`config.mk`:
```
export PLATFORM = sky130hd
export DESIGN_NAME = p31wc_prbs_step
export DESIGN_NICKNAME = d
export VERILOG_FILES = /design/src/design/p31wc_pkg.sv /design/src/design/p31wc_prbs_step.sv
export SDC_FILE = /design/constraint.sdc
export NUM_CORES = 1
export LEC_CHECK = 0
export BUFFER_PORTS_ARGS = -buffer_cell sky130_fd_sc_hd__clkbuf_2
export CAP_MARGIN = 10
export CORE_ASPECT_RATIO = 1.2
export CORE_MARGIN = 2
export CORE_UTILIZATION = 29
export DETAILED_ROUTE_END_ITERATION = 6
export PLACE_DENSITY_LB_ADDON = 0.12
export SLEW_MARGIN = 20
export SYNTH_ARGS = -nofsm -noshare
export SYNTH_HDL_FRONTEND = slang
export SYNTH_SLANG_ARGS = --single-unit
```
`constraint.sdc`:
```
create_clock -name vclk -period 0.8
set_input_delay 0.12 -clock vclk [all_inputs]
set_output_delay 0.12 -clock vclk [all_outputs]
set_load 0.01 [all_outputs]
```
`src/design/p31wc_pkg.sv`:
```
`default_nettype none
package p31wc_pkg;

    localparam int unsigned WORD_W   = 32;
    localparam int unsigned GEN_W    = 31;
    localparam int unsigned IDX_W    = 24;
    localparam int unsigned CNT_W    = 25;
    localparam int unsigned CFG_W    = 25;
    localparam int unsigned CFG_IDX_W = 1;

    // Feedback taps of x^31 + x^28 + 1 as seen from the state register
    localparam int unsigned TAP_HI = 30;
    localparam int unsigned TAP_LO = 27;

    localparam logic [GEN_W-1:0] GEN_SEED = {GEN_W{1'b1}};

    // Largest index the 24-bit word_index field can report, plus one
    localparam int unsigned INDEX_CAP = 32'd16777216;
    localparam int unsigned MAX_WORDS_DEF = 32'd16777216;

    localparam logic [CFG_W-1:0] WORD_LIMIT_RST = 25'd16777216;

    typedef enum logic [CFG_IDX_W-1:0] {
        REG_WORD_LIMIT  = 1'b0,
        REG_ALIGN_SHIFT = 1'b1
    } t_cfg_reg;

endpackage
`default_nettype wire

```
`src/design/p31wc_prbs_step.sv`:
```
`default_nettype none
module p31wc_prbs_step
    import p31wc_pkg::*;
(
    input  wire logic [GEN_W-1:0]  i_state,
    output logic      [WORD_W-1:0] o_word,
    output logic      [GEN_W-1:0]  o_state
);

    // ext[0..30] hold the state, oldest bit first; ext[31+j] is generated bit j, o_word bit 31-j.
    // Bits up to ext[58] come straight from the state, the last four reuse
    // the first four new bits, so every output is at most three terms deep.
    logic [WORD_W+GEN_W-1:0] ext;

    always_comb begin
        ext = '0;
        for (int i = 0; i < GEN_W; i++) begin
            ext[GEN_W-1-i] = i_state[i];
        end
        for (int j = 0; j < WORD_W; j++) begin
            ext[GEN_W+j] = ext[j + (GEN_W-1-TAP_HI)] ^ ext[j + (GEN_W-1-TAP_LO)];
        end
    end

    always_comb begin
        for (int j = 0; j < WORD_W; j++) begin
            o_word[WORD_W-1-j] = ext[GEN_W+j];
        end
    end

    // After 32 steps the state is the last 31 generated bits
    assign o_state = o_word[GEN_W-1:0];

endmodule
`default_nettype wire

```
==> impl_results.md <==
- Top-area cell type share of the netlist area: 45.5%
- Site row count: 17
- Synthesized area: 558 um2
- Antenna violations before repair: 0
- Status: finished with violations
- Max VDD drop: 0.405 mV
- Worst Hold Depth: 3
- Hold_sp: i_state[21]
- Leading area contributor after synthesis: xor2_1
- I/O pins: 94
- Pleak: 0.626 nW
- Placer Congestion: 0.626
- Starting Density: 30.5%
- Setup TNS: -363 ps
- Core area: 1830 um2
- Antenna violation net count after detailed routing: 0
- Post-synth cell types: 3
- Period utilization: 110%
- Mapped Nets: 94
- Syn avg cell area: 8.86 um2
- Seq cells: 0
- Final setup margin: -76.3 ps
- P&R area growth vs syn: 76.9%
- Max-Cap Viols: 0
- CP Capture Type: primary output
- Fin crit period: 876 ps
- Port-buffer cells: 94
- HPWL Detailed: 1320 um
- Pwr Density: 902 nW/um2
- Failing checks: setup timing
- Synthesized instance count: 63
- Die width: 44.0 um
- Via count: 632
- Via/cell ratio: 4.10
- Antenna Cells: 0
- Largest net degree at the start of global routing: 4
- Rel. slew slack: 88.0%
- First-pass GRT wire length: 1750 um
- Share of layout cells above drive strength 1: 80.7%
- Worst slew pin tran: 179 ps
- Max-slew violations: 0
- 1st-iter DRT viols: 2
- Register area: 0 um2
- Synth top area cells: xor2_1 (46%), buf_4 (42%), xor3_1 (13%)
- WL/cell: 9.62 um
- Worst hold endpoint: o_state[25]
- Final wirelength: 1480 um
- Worst hold path class: primary input to primary output
- RSZ-0062 raised after global routing: yes
- Vias in the first global route: 465
- Gr usage total: 9.59%
- CP Data Arrival Time: 760 ps
- DRC errors left: 0
- Worst Setup Path Type: primary input to primary output
- CP Max Fanout: 2
- CP startpoint kind: primary input
- Total grt overflow: 0
- Clock buffers: 0
- Required time of the critical path: 680 ps
- YS warnings: 0
- Die Height: 52.1 um
- Commonest cells post-synth: buf_4 (31), xor2_1 (29), xor3_1 (3)
- Design Power: 0.891 mW
- Final setup viols: 6
- # fillers: 184
- Most frequent cell after synthesis: buf_4
- Peak Freq: 1140 MHz
- Nets@finish: 168
- Register area share after synthesis: 0%
- DR pass1 iterations: 2
- Die area: 2290 um2
- Setup WS pre-CTS: -110 ps
- Fin. Hold Viols: 0
[area by class of cell]
cell class	instances	area, um2	share of cell area [%]
repair buffers	103	593	60.1
multi-input cells	32	370	37.5
well taps	19	23.8	2.41
[timing repair]
action / 4_1_cts / 5_1_grt
pin swaps: 4 / 5
setup endpoints to repair: 16 / 18
gates cloned: 0 / 0
buffers inserted: 1 / 2
gates resized for setup: 6 / 25
hold buffers: 0 / 0
[where the power goes]
part | leakage (nW) | internal [mW] | switching (mW) | total [mW]
combinational | 0.626 | 0.430 | 0.461 | 0.891
sequential | 0 | 0 | 0 | 0
clock | 0 | 0 | 0 | 0
total | 0.626 | 0.430 | 0.461 | 0.891
[how the worst max path moves through the flow]
stage,from,endpoint,slack (ps)
global route,i_state[30],o_word[3],-100
finish,i_state[30],o_word[3],-80
CTS,i_state[28],o_state[1],-110
floorplan,i_state[0],o_word[1],-50
global placement,i_state[27],o_word[3],-90
detailed placement,i_state[0],o_state[1],-110
[metal layers]
layer | GRT usage [%] | part of all wire (%) | vias up
met1 | 7.74 | 25 | 280
met3 | 2.08 | 15 | 0
met4 | 0 | 0 | 0
met2 | 22.5 | 60 | 51
li1 | - | - | 301
met5 | 0 | 0 | -
[cell usage in the layout (no fill, tap or decap), drive strengths merged]
master / instances
buf: 25
clkbuf: 78
xor2: 29
xor3: 3
[per-stage QoR]
| stage | instance area (um2) | hold slack [ps] | std cells | utilization [%] |
|---|---|---|---|---|
| 2_1_floorplan | 558 | 316 | 63 | - |
| 3_3_place_gp | 865 | 533 | 151 | 47.3 |
| 3_5_place_dp | 865 | 538 | 151 | 47.3 |
| 4_1_cts | 915 | 538 | 152 | 50.0 |
| 5_1_grt | 987 | 549 | 154 | 54.0 |
| 6_report | 987 | 535 | 154 | 54.0 |
[cell families after synthesis]
logic type                count (synthesis)  share of synthesized area, %
xor gates and xnor gates                 32                          58.3
buffers and inverters                    31                          41.7
[critical path, stage by stage]
cell and delay, ps:
clkbuf_2 110, xor3_1 370, buf_2 160
Power figures use the tool's default switching activity.
